### src/rtl/eecl_pkg.sv
// Shared types and constants for the engine event capture logger.
// Holds the event codes, the request and record structs and the config struct.
// No dependencies.
`default_nettype none

package eecl_pkg;

  localparam int CamChannelsDef    = 4;
  localparam int OutputChannelsDef = 8;
  localparam int CamFieldW         = 4;
  localparam int OutFieldW         = 8;
  localparam int TimeW             = 63;
  localparam int ApbAddrW          = 3;
  localparam int ApbDataW          = 32;

  typedef enum logic [2:0] {
    CmdPrimary  = 3'd0,
    CmdCam      = 3'd1,
    CmdTdc      = 3'd2,
    CmdSync     = 3'd3,
    CmdCoil     = 3'd4,
    CmdInjector = 3'd5,
    CmdAcr      = 3'd6
  } cmd_e;

  typedef enum logic {
    RegLoggerEnabled   = 1'b0,
    RegPrimaryToothOnly = 1'b1
  } reg_idx_e;

  typedef struct packed {
    cmd_e             command;
    logic [3:0]       channel_index;
    logic             level;
    logic [TimeW-1:0] event_time;
    logic             capture_allowed;
  } in_item_t;

  typedef struct packed {
    logic [TimeW-1:0]     record_time;
    logic                 primary_state;
    logic [CamFieldW-1:0] cam_states;
    logic                 from_cam;
    logic                 tdc_toggle;
    logic                 sync_state;
    logic [OutFieldW-1:0] coil_bits;
    logic [OutFieldW-1:0] injector_bits;
    logic                 acr_state;
  } out_item_t;

  typedef struct packed {
    logic logger_enabled;
    logic primary_tooth_only;
  } cfg_t;

endpackage

`default_nettype wire

### src/rtl/engine_event_capture_logger_core.sv
// Engine event capture logger: takes one timestamped engine event per cycle,
// keeps a snapshot of all signal levels and emits the snapshot as a record when
// capture is enabled, allowed and not filtered by the primary-tooth-only mode.
// Each request is registered in the input register and is then updated into
// the output register, which presents its record on the output. One request
// per cycle is sustained as long as records are taken; a stalled record holds
// the next request in the input register, after which requests stop. Requests
// that produce no record leave only the state change. Configuration goes
// through the APB port and should change only while no request is in flight.
// Depends on eecl_pkg, eecl_regs and eecl_update.
`default_nettype none

module engine_event_capture_logger_core
  import eecl_pkg::*;
#(
  parameter int CAM_CHANNELS    = CamChannelsDef,
  parameter int OUTPUT_CHANNELS = OutputChannelsDef
) (
  input  wire logic                clk_i,
  input  wire logic                rst_ni,
  input  wire logic                in_valid_i,
  output logic                     in_ready_o,
  input  wire in_item_t            in_data_i,
  output logic                     out_valid_o,
  input  wire logic                out_ready_i,
  output out_item_t                out_data_o,
  input  wire logic                psel,
  input  wire logic                penable,
  input  wire logic                pwrite,
  input  wire logic [ApbAddrW-1:0] paddr,
  input  wire logic [ApbDataW-1:0] pwdata,
  output logic      [ApbDataW-1:0] prdata,
  output logic                     pready
);

  cfg_t      cfg;
  in_item_t  item_q;
  logic      item_valid_q;
  out_item_t rec, out_q;
  logic      out_valid_q;
  logic      out_free, advance, log_rec;

  eecl_regs u_regs (
    .clk_i   (clk_i),
    .rst_ni  (rst_ni),
    .psel    (psel),
    .penable (penable),
    .pwrite  (pwrite),
    .paddr   (paddr),
    .pwdata  (pwdata),
    .prdata  (prdata),
    .pready  (pready),
    .cfg_o   (cfg)
  );

  eecl_update #(
    .CAM_CHANNELS    (CAM_CHANNELS),
    .OUTPUT_CHANNELS (OUTPUT_CHANNELS)
  ) u_update (
    .clk_i  (clk_i),
    .rst_ni (rst_ni),
    .cfg_i  (cfg),
    .item_i (item_q),
    .step_i (advance),
    .log_o  (log_rec),
    .rec_o  (rec)
  );

  assign out_free   = !out_valid_q || out_ready_i;
  assign advance    = item_valid_q && out_free;
  assign in_ready_o = !item_valid_q || out_free;

  always_ff @(posedge clk_i or negedge rst_ni) begin
    if (!rst_ni) begin
      item_valid_q <= 1'b0;
      out_valid_q  <= 1'b0;
    end else begin
      if (in_ready_o) begin
        item_valid_q <= in_valid_i;
      end
      if (out_free) begin
        out_valid_q <= advance && log_rec;
      end
    end
  end

  always_ff @(posedge clk_i) begin
    if (in_valid_i && in_ready_o) begin
      item_q <= in_data_i;
    end
    if (advance && log_rec) begin
      out_q <= rec;
    end
  end

  assign out_valid_o = out_valid_q;
  assign out_data_o  = out_q;

endmodule

`default_nettype wire

### src/rtl/eecl_regs.sv
// APB-style configuration registers of the event capture logger.
// Depends on eecl_pkg for the address width and the register indexes.
`default_nettype none

module eecl_regs
  import eecl_pkg::*;
(
  input  wire logic                clk_i,
  input  wire logic                rst_ni,
  input  wire logic                psel,
  input  wire logic                penable,
  input  wire logic                pwrite,
  input  wire logic [ApbAddrW-1:0] paddr,
  input  wire logic [ApbDataW-1:0] pwdata,
  output logic      [ApbDataW-1:0] prdata,
  output logic                     pready,
  output cfg_t                     cfg_o
);

  cfg_t     cfg_q, cfg_d;
  reg_idx_e reg_idx;
  logic     wr_en;

  // Registers sit on word addresses; the low address bits do not select.
  assign reg_idx = reg_idx_e'(paddr[2]);
  assign wr_en   = psel && penable && pwrite;
  assign pready  = 1'b1;

  always_comb begin
    cfg_d = cfg_q;
    if (wr_en) begin
      unique case (reg_idx)
        RegLoggerEnabled:    cfg_d.logger_enabled     = pwdata[0];
        RegPrimaryToothOnly: cfg_d.primary_tooth_only = pwdata[0];
        default:             cfg_d = cfg_q;
      endcase
    end
  end

  always_comb begin
    prdata = '0;
    unique case (reg_idx)
      RegLoggerEnabled:    prdata[0] = cfg_q.logger_enabled;
      RegPrimaryToothOnly: prdata[0] = cfg_q.primary_tooth_only;
      default:             prdata    = '0;
    endcase
  end

  always_ff @(posedge clk_i or negedge rst_ni) begin
    if (!rst_ni) begin
      cfg_q <= '0;
    end else begin
      cfg_q <= cfg_d;
    end
  end

  assign cfg_o = cfg_q;

endmodule

`default_nettype wire

### src/rtl/eecl_update.sv
// Signal snapshot state and the per-event update and filter logic.
// Depends on eecl_pkg for the event codes, the request and record structs.
`default_nettype none

module eecl_update
  import eecl_pkg::*;
#(
  parameter int CAM_CHANNELS    = CamChannelsDef,
  parameter int OUTPUT_CHANNELS = OutputChannelsDef
) (
  input  wire logic     clk_i,
  input  wire logic     rst_ni,
  input  wire cfg_t     cfg_i,
  input  wire in_item_t item_i,
  input  wire logic     step_i,
  output logic          log_o,
  output out_item_t     rec_o
);

  localparam int CamExtW = (CAM_CHANNELS > CamFieldW) ? CAM_CHANNELS : CamFieldW;
  localparam int OutExtW = (OUTPUT_CHANNELS > OutFieldW) ? OUTPUT_CHANNELS : OutFieldW;

  logic                       primary_q, primary_d;
  logic [CAM_CHANNELS-1:0]    cam_q, cam_d;
  logic                       cam_last_q, cam_last_d;
  logic                       tdc_q, tdc_d;
  logic                       sync_q, sync_d;
  logic [OUTPUT_CHANNELS-1:0] coil_q, coil_d;
  logic [OUTPUT_CHANNELS-1:0] inj_q, inj_d;
  logic                       acr_q, acr_d;

  logic                       cam_hit, out_hit, ptm, log_evt;
  logic [CAM_CHANNELS-1:0]    cam_set;
  logic [OUTPUT_CHANNELS-1:0] out_set;
  logic [CamExtW-1:0]         cam_ext;
  logic [OutExtW-1:0]         coil_ext, inj_ext;

  assign ptm     = cfg_i.primary_tooth_only;
  assign cam_hit = int'(item_i.channel_index) < CAM_CHANNELS;
  assign out_hit = int'(item_i.channel_index) < OUTPUT_CHANNELS;

  // Cam mask with the addressed bit replaced by the event level; one-hot mask of the addressed output bit.
  always_comb begin
    cam_set = cam_q;
    for (int i = 0; i < CAM_CHANNELS; i++) begin
      if (int'(item_i.channel_index) == i) cam_set[i] = item_i.level;
    end
  end

  always_comb begin
    out_set = '0;
    for (int i = 0; i < OUTPUT_CHANNELS; i++) begin
      out_set[i] = (int'(item_i.channel_index) == i);
    end
  end

  always_comb begin
    primary_d  = primary_q;
    cam_d      = cam_q;
    cam_last_d = cam_last_q;
    tdc_d      = tdc_q;
    sync_d     = sync_q;
    coil_d     = coil_q;
    inj_d      = inj_q;
    acr_d      = acr_q;
    log_evt    = 1'b0;
    unique case (item_i.command)
      CmdPrimary: begin
        cam_last_d = 1'b0;
        primary_d  = item_i.level;
        log_evt    = !(ptm && !item_i.level);
      end
      CmdCam: begin
        if (cam_hit) begin
          cam_last_d = 1'b1;
          cam_d      = cam_set;
          log_evt    = !ptm;
        end
      end
      CmdTdc: begin
        // Primary-tooth-only mode leaves the TDC flag alone.
        if (!ptm) begin
          tdc_d   = !tdc_q;
          log_evt = 1'b1;
        end
      end
      CmdSync: begin
        sync_d  = item_i.level;
        log_evt = 1'b1;
      end
      CmdCoil: begin
        if (out_hit) begin
          coil_d  = item_i.level ? (coil_q | out_set) : (coil_q & ~out_set);
          log_evt = !ptm;
        end
      end
      CmdInjector: begin
        if (out_hit) begin
          inj_d   = item_i.level ? (inj_q | out_set) : (inj_q & ~out_set);
          log_evt = !ptm;
        end
      end
      CmdAcr: begin
        // An unchanged ACR state is not an event.
        if (acr_q != item_i.level) begin
          acr_d   = item_i.level;
          log_evt = !ptm;
        end
      end
      default: log_evt = 1'b0;
    endcase
  end

  assign log_o = log_evt && cfg_i.logger_enabled && item_i.capture_allowed;

  // Channels beyond the record fields are kept but not shown.
  assign cam_ext  = CamExtW'(cam_d);
  assign coil_ext = OutExtW'(coil_d);
  assign inj_ext  = OutExtW'(inj_d);

  always_comb begin
    rec_o.record_time   = item_i.event_time;
    rec_o.primary_state = primary_d;
    rec_o.cam_states    = cam_ext[CamFieldW-1:0];
    rec_o.from_cam      = cam_last_d;
    rec_o.tdc_toggle    = tdc_d;
    rec_o.sync_state    = sync_d;
    rec_o.coil_bits     = coil_ext[OutFieldW-1:0];
    rec_o.injector_bits = inj_ext[OutFieldW-1:0];
    rec_o.acr_state     = acr_d;
  end

  always_ff @(posedge clk_i or negedge rst_ni) begin
    if (!rst_ni) begin
      primary_q  <= 1'b0;
      cam_q      <= '0;
      cam_last_q <= 1'b0;
      tdc_q      <= 1'b0;
      sync_q     <= 1'b0;
      coil_q     <= '0;
      inj_q      <= '0;
      acr_q      <= 1'b0;
    end else if (step_i) begin
      primary_q  <= primary_d;
      cam_q      <= cam_d;
      cam_last_q <= cam_last_d;
      tdc_q      <= tdc_d;
      sync_q     <= sync_d;
      coil_q     <= coil_d;
      inj_q      <= inj_d;
      acr_q      <= acr_d;
    end
  end

endmodule

`default_nettype wire

### config.mk
export PLATFORM = sky130hd
export DESIGN_NAME = engine_event_capture_logger_core
export DESIGN_NICKNAME = d
export VERILOG_FILES = /design/src/rtl/eecl_pkg.sv /design/src/rtl/engine_event_capture_logger_core.sv /design/src/rtl/eecl_regs.sv /design/src/rtl/eecl_update.sv
export SDC_FILE = /design/constraint.sdc
export NUM_CORES = 1
export LEC_CHECK = 0
export CAP_MARGIN = 40
export CORE_MARGIN = 2
export CORE_UTILIZATION = 40
export CTS_CLUSTER_SIZE = 8
export DETAILED_ROUTE_END_ITERATION = 7
export DONT_BUFFER_PORTS = 1
export GPL_ROUTABILITY_DRIVEN = 0
export PLACE_DENSITY_LB_ADDON = 0.05
export SLEW_MARGIN = 20
export SYNTH_ARGS = -nofsm -noshare
export SYNTH_HDL_FRONTEND = slang
export SYNTH_SLANG_ARGS = --single-unit
### constraint.sdc
create_clock -name clk_i -period 8.99 [get_ports clk_i]
set_input_delay 0.4495 -clock clk_i [delete_from_list [all_inputs] [get_ports clk_i]]
set_output_delay 0.4495 -clock clk_i [all_outputs]
set_load 0.02 [all_outputs]
==> impl_metrics.csv, run 1 <==
group,metric,value,unit
outcome,status,"complete, no violations",
final_layout,nFillCells,1502,
sta,rsz0062_at_grt,"false",
grt,grt_overflow,0,
worst_setup_path,worst_ep_required_time,9.04,ns
sta,fin_crit,2.59,ns
die,ios,237,
worst_setup_path,cp-start-kind,"flop",
yosys,ys_warn_count,0,
yosys,synth.largest_area_cell,"edfxtp_1",
placed_design,dp.cells,596,
clock_tree,cts_tree,"done",
die,dieWidth,135,µm
routing,wl_per_cell,18.7,µm
routing,drt_iter0_markers,136,
routing,drcViolationCount,0,
routing,via_per_inst,4.67,
final_layout,antenna_cells,0,
worst_setup_path,path_max_fanout,51,
routing,num_vias,2939,
worst_setup_path,criticalPathCategory,"flop to flop",
clock_tree,clock_path_buffers,2,
sta,setup-violations-final,0,
sta,period_share,28.8,%
sta,hold_viol_final,0,
sta,setup_tns,0,ns
routing,drt-pass1-iter-count,4,
die,core_area,0.0171,mm²
routing,wirelength,11800,µm
power_and_ir_drop,peakVddDrop,0.000123,V
die,chipHeight,135,µm
yosys,yosysSeqAreaShare,80.0,%
sta,maxClockFrequency,386,MHz
hold_path,hp-class,"input port to flop",
routing,ant_nets,0,
clock_tree,cts_htree_levels,4,
yosys,ys_types,32,
clock_tree,cts_resized,0,
power_and_ir_drop,total_power,0.00185,W
grt,grt_start_max_net_pins,52,
yosys,synth.area.top_cells,"edfxtp_1 (70%), dfrtp_1 (11%), mux2_2 (6.5%)",
clock_tree,cts_root_buf,"clkbuf_16",
worst_setup_path,crit_path_end_kind,"flop",
sta,maxSlewHeadroom,53.1,%
grt,track_usage,13.0,%
clock_tree,numCtsBuffers,17,
final_layout,register_area,0.00553,mm²
worst_setup_path,r2r_setup_slack,6.40,ns
grt,grt_pass1_wl,17100,µm
final_layout,drive_gt1_share,21.7,%
yosys,synthCells,382,
power_and_ir_drop,p_leak,2.74,nW
final_layout,design_area,0.00764,mm²
clock_tree,cts_sinks,189,
job,cap_violations,0,
sta,fin_skew,0.00893,ns
yosys,ys_ff_latch,189,
grt,grt_pass1_vias,2912,
final_layout,stdcell_count,630,
clock_tree,clkLatencyLatePin,0.42,ns
final_layout,nNetsFinal,506,
die,start_util,40.4,%
die,die_area,0.0183,mm²
yosys,avgSynthCellArea,18.1,µm²
yosys,netlist_area,0.00691,mm²
clock_tree,path_clk_slew,0.07,ns
placed_design,io_buffers,0,
sta,worstMarginPinSlew,0.704,ns
final_layout,multi_input_area,0.00119,mm²
sta,drv_slew,0,
worst_setup_path,worstPathArrival,2.64,ns
power_and_ir_drop,power.density,243,mW/mm²
grt,antenna_found_initial,1,
yosys,synth_top_area_share,69.5,%
final_layout,synthToLayoutAreaGrowth,10.6,%
die,rows,48,
placed_design,place_area,0.00705,mm²
placed_design,hpwlAfterDp,7700,µm
timing repair:
| action | CTS | global route |
|---|---|---|
| hold buffers | 2 | 0 |
| setup buffers | 0 | 0 |
| endpoints found under the hold margin | 29 | 0 |
cell families (layout without fill, tap and decap cells):
group | count (synthesis) | count (layout) | share of synthesized area [%]
XOR/XNOR | 3 | 3 | 0.380
buffers and inverters | 45 | 38 | 4.49
AO/OA/AOI/OAI | 7 | 7 | 0.598
flip-flops | 189 | 189 | 80.0
multiplexers | 48 | 48 | 8.26
AND/OR/NAND/NOR | 88 | 88 | 6.14
other | 2 | 32 | 0.109
report_power, final:
group          leakage, nW  switching, W  internal [W]
Sequential            1.89     0.0000374       0.00101
Clock                0.268      0.000328      0.000388
Combinational        0.581     0.0000558     0.0000349
Total                 2.74      0.000421       0.00143
synthesized netlist by cell type, drive strengths merged:
master	n
and3	3
or2	1
mux2	48
nand4	1
buf	38
nand2	48
nor3b	2
or4b	1
nand2b	6
and2	2
nor3	6
a21oi	3
edfxtp	160
and3b	1
o21ai	1
xor2	1
nand3	3
nor2b	1
xnor2	2
conb	2
nor2	11
o22ai	1
a211oi	1
clkbuf	7
nand3b	2
o31ai	1
dfrtp	29
worst max-delay path: stages, from the launching register on:
cell and delay (ns):
edfxtp_1 0.57, nor3_1 0.58, a211oi_1 0.21, nor3_2 0.22
buf_4 0.57
stage by stage:
stage	util, %	setup slack (ns)	hold slack, ns
after floorplan	-	1.20	0.154
after global placement	41.0	6.43	0.155
after detailed placement	41.2	6.43	0.155
after CTS	44.7	6.40	0.0936
after global routing	44.7	6.20	0.0875
final	44.7	6.40	0.119
cell type report:
type | count | area share (%)
multi-input cells | 178 | 15.6
clock buffers | 18 | 5.61
flip-flops and latches | 189 | 72.3
repair buffers | 6 | 1.05
well taps | 225 | 3.68
clock inverters | 14 | 1.75
metal layers:
layer | global-route usage (%) | up-vias | wire, µm
met5 | 0 | - | 0
met2 | 19.7 | 128 | 5750
met3 | 7.44 | 15 | 1100
met1 | 15.0 | 1449 | 4740
li1 | - | 1347 | -
met4 | 5.73 | 0 | 190
placed cells by master (no fill, tap or decap), types with 2 or more instances in the layout:
| cell type | netlist | routed |
|---|---|---|
| dfrtp_1 | 29 | 29 |
| conb_1 | 2 | 32 |
| a21oi_1 | 3 | 3 |
| nor3_2 | 1 | 2 |
| mux2_4 | 8 | 8 |
| clkinvlp_4 | 0 | 3 |
| nand2b_1 | 6 | 6 |
| nand3_1 | 3 | 3 |
| mux2_2 | 40 | 40 |
| nand3b_1 | 2 | 2 |
| inv_6 | 0 | 3 |
| clkinv_1 | 0 | 2 |
| buf_4 | 35 | 3 |
| clkbuf_16 | 0 | 17 |
| inv_8 | 0 | 3 |
| edfxtp_1 | 160 | 160 |
| nand2_1 | 48 | 48 |
| xnor2_1 | 2 | 2 |
| and3_1 | 3 | 3 |
| nor2_1 | 11 | 11 |
| nor3_1 | 5 | 4 |
final timing paths:
| path | cells past startpoint | from | to |
|---|---|---|---|
| worst min register to register | 0 | item_q[9] | out_data_o[33] |
| worst min-delay path | 0 | in_data_i[21] | item_q[21] |
| worst max-delay path | 4 | item_q[70] | out_data_o[42] |
| max in group asynchronous | 2 | rst_ni | u_update.inj_q[5] |
| min in group asynchronous | 2 | rst_ni | item_valid_q |
| worst max register to register | 4 | item_q[70] | out_data_o[42] |
registers in the layout (all words and copies together), names as in the netlist:
register	flops
out_data_o	88
item_q	72
u_update.coil_q	8
u_update.inj_q	8
u_update.cam_q	4
u_regs.cfg_o	2
item_valid_q	1
out_valid_o	1
u_update.acr_q	1
u_update.cam_last_q	1
u_update.primary_q	1
u_update.sync_q	1
u_update.tdc_q	1
No activity file was read; power rests on OpenSTA's default activity.
==> run 2, diff against run 1 <==
- clock period: 8.99 -> 2.4 ns (I/O delays scaled with it)
==> impl_metrics.csv, run 2 (synthesized netlist as in run 1, its figures left out) <==
group,metric,value,unit
outcome,status,"complete, no violations",
power_and_ir_drop,p_leak,3.12,nW
die,ios,237,
routing,drt-pass1-iter-count,4,
final_layout,drive_gt1_share,19.7,%
sta,drv_slew,0,
routing,num_vias,3233,
power_and_ir_drop,seqPwrFrac,54.0,%
grt,grt_start_max_net_pins,73,
clock_tree,path_clk_slew,0.07,ns
clock_tree,cts_tree,"done",
final_layout,largest_reg_flops,88,
routing,wl_per_cell,16.9,µm
sta,setup-violations-final,0,
power_and_ir_drop,peakVddDrop,0.000495,V
grt,grt_pass1_vias,3158,
sta,worstMarginPinSlew,0.567,ns
routing,via_per_inst,4.53,
worst_setup_path,slowest_stage,"or4b_1",
power_and_ir_drop,swShare,21.8,%
grt,grt_pass1_wl,17900,µm
clock_tree,numCtsBuffers,17,
placed_design,io_buffers,0,
worst_setup_path,worst_ep_required_time,2.48,ns
die,die_area,0.0183,mm²
power_and_ir_drop,power_frac_comb,6.3,%
grt,track_usage,13.3,%
sta,rsz0062_at_grt,"false",
job,cap_violations,0,
power_and_ir_drop,p_int,0.00567,W
sta,fin_crit,2.03,ns
routing,drcViolationCount,0,
sta,hold_viol_final,0,
final_layout,antenna_cells,0,
sta,fin_skew,0.00697,ns
placed_design,dp.cells,603,
final_layout,stdcell_count,713,
worst_setup_path,path_max_fanout,70,
grt,antenna_found_initial,0,
routing,drt_iter0_markers,142,
worst_setup_path,max_stage_delay,0.48,ns
sta,maxSlewHeadroom,61.9,%
die,dieWidth,135,µm
worst_setup_path,worstPathArrival,2.11,ns
worst_setup_path,crit_path_end_kind,"flop",
power_and_ir_drop,pwr-share-clk,39.7,%
routing,wirelength,12000,µm
sta,whs,0.0417,ns
die,start_util,40.4,%
worst_setup_path,criticalPathCategory,"flop to flop",
grt,grt_overflow,0,
worst_setup_path,cp-start-kind,"flop",
clock_tree,cts_setup_buffers,0,
clock_tree,cts_htree_levels,4,
die,rows,48,
final_layout,final_cell_mix,"edfxtp_1 (160), dlygate4sd3_1 (77), nand2_1 (48)",
clock_tree,clock_path_buffers,2,
worst_setup_path,crit_chain,"or4b_1 -> o21ai_1 -> nor2_1 -> nor3_4 -> buf_12",
die,core_area,0.0171,mm²
clock_tree,cts_resized,0,
final_layout,nNetsFinal,589,
power_and_ir_drop,p_switching,0.00159,W
routing,ant_nets,0,
final_layout,synthToLayoutAreaGrowth,23.3,%
sta,period_share,84.7,%
clock_tree,clkLatencyLatePin,0.42,ns
clock_tree,cts_root_buf,"clkbuf_16",
placed_design,hpwlAfterDp,7360,µm
hold_path,hp-class,"input port to flop",
die,chipHeight,135,µm
sta,maxClockFrequency,492,MHz
power_and_ir_drop,power.density,852,mW/mm²
clock_tree,cts_sinks,189,
final_layout,final_common_cell,"edfxtp_1",
==> run 2: cell count changes in the layout (fill, tap and decap cells not counted), moves of 2 or more <==
cell / before / now
bufinv_16: 1 / 3
dlygate4sd3_1: 1 / 77
buf_4: 3 / 9
clkinvlp_4: 3 / 1
buf_12: 1 / 3
==> run 2: what timing repair did <==
action                                  CTS  global route
hold endpoints to repair                104             0
hold buffers                             78             0
endpoints found under the setup margin    0             0
==> run 2: layout make-up <==
class	instances	area (µm²)
Multi-Input combinational cell	178	1200
Sequential cell	189	5530
Clock inverter	14	180
Clock buffer	18	429
Fill cell	1420	8600
Tap cell	225	282
Timing Repair Buffer	89	898
==> run 2: path summary, 6_finish.rpt <==
check | cells after the start | start | to | slack, ns
worst max register to register | 5 | u_regs.cfg_o[0] | out_data_o[54] | 0.37
worst min register to register | 0 | item_q[7] | out_data_o[31] | 0.42
min in group asynchronous | 2 | rst_ni | u_update.acr_q | 0.17
worst max-delay path | 5 | u_regs.cfg_o[0] | out_data_o[54] | 0.37
worst min-delay path | 3 | penable | u_regs.cfg_o[1] | 0.04
max in group asynchronous | 2 | rst_ni | u_update.inj_q[0] | 2.05
==> run 2: worst max-delay path, delay by kind of cell (launching register included) <==
family | cells | cell delay [ns]
and+or+nand+nor | 3 | 0.75
DFF | 1 | 0.44
buffers and inverters | 1 | 0.34
AOI/OAI and AO/OA | 1 | 0.09
==> run 2: per-stage QoR <==
stage	setup TNS, ns	instance area (µm²)	power (W)	util [%]	setup slack, ns
after floorplan	-113.30	7050	0.00428	-	-1.29
after global placement	0	7120	0.00432	41.6	0.388
after detailed placement	0	7120	0.00434	41.6	0.367
after CTS	0	8520	0.00735	49.8	0.353
after global routing	0	8520	0.00754	49.8	0.218
final	0	8520	0.00726	49.8	0.368
==> run 2: power by group through the flow <==
stage	logic (W)	registers (W)	clock network, W
after global placement	0.000338	0.00399	0
after global routing	0.000504	0.00394	0.00310
final	0.000458	0.00392	0.00288
after floorplan	0.000320	0.00396	0
after detailed placement	0.000344	0.00399	0
after CTS	0.000466	0.00392	0.00297
==> run 2: per-layer routing <==
metal / share of wire [%] / track usage (%) / vias to the layer above
met4: 1.4 / 4.75 / 0
met1: 42 / 16.0 / 1582
met5: 0 / 0 / -
met3: 8.8 / 7.59 / 11
li1: - / - / 1517
met2: 48 / 20.3 / 123
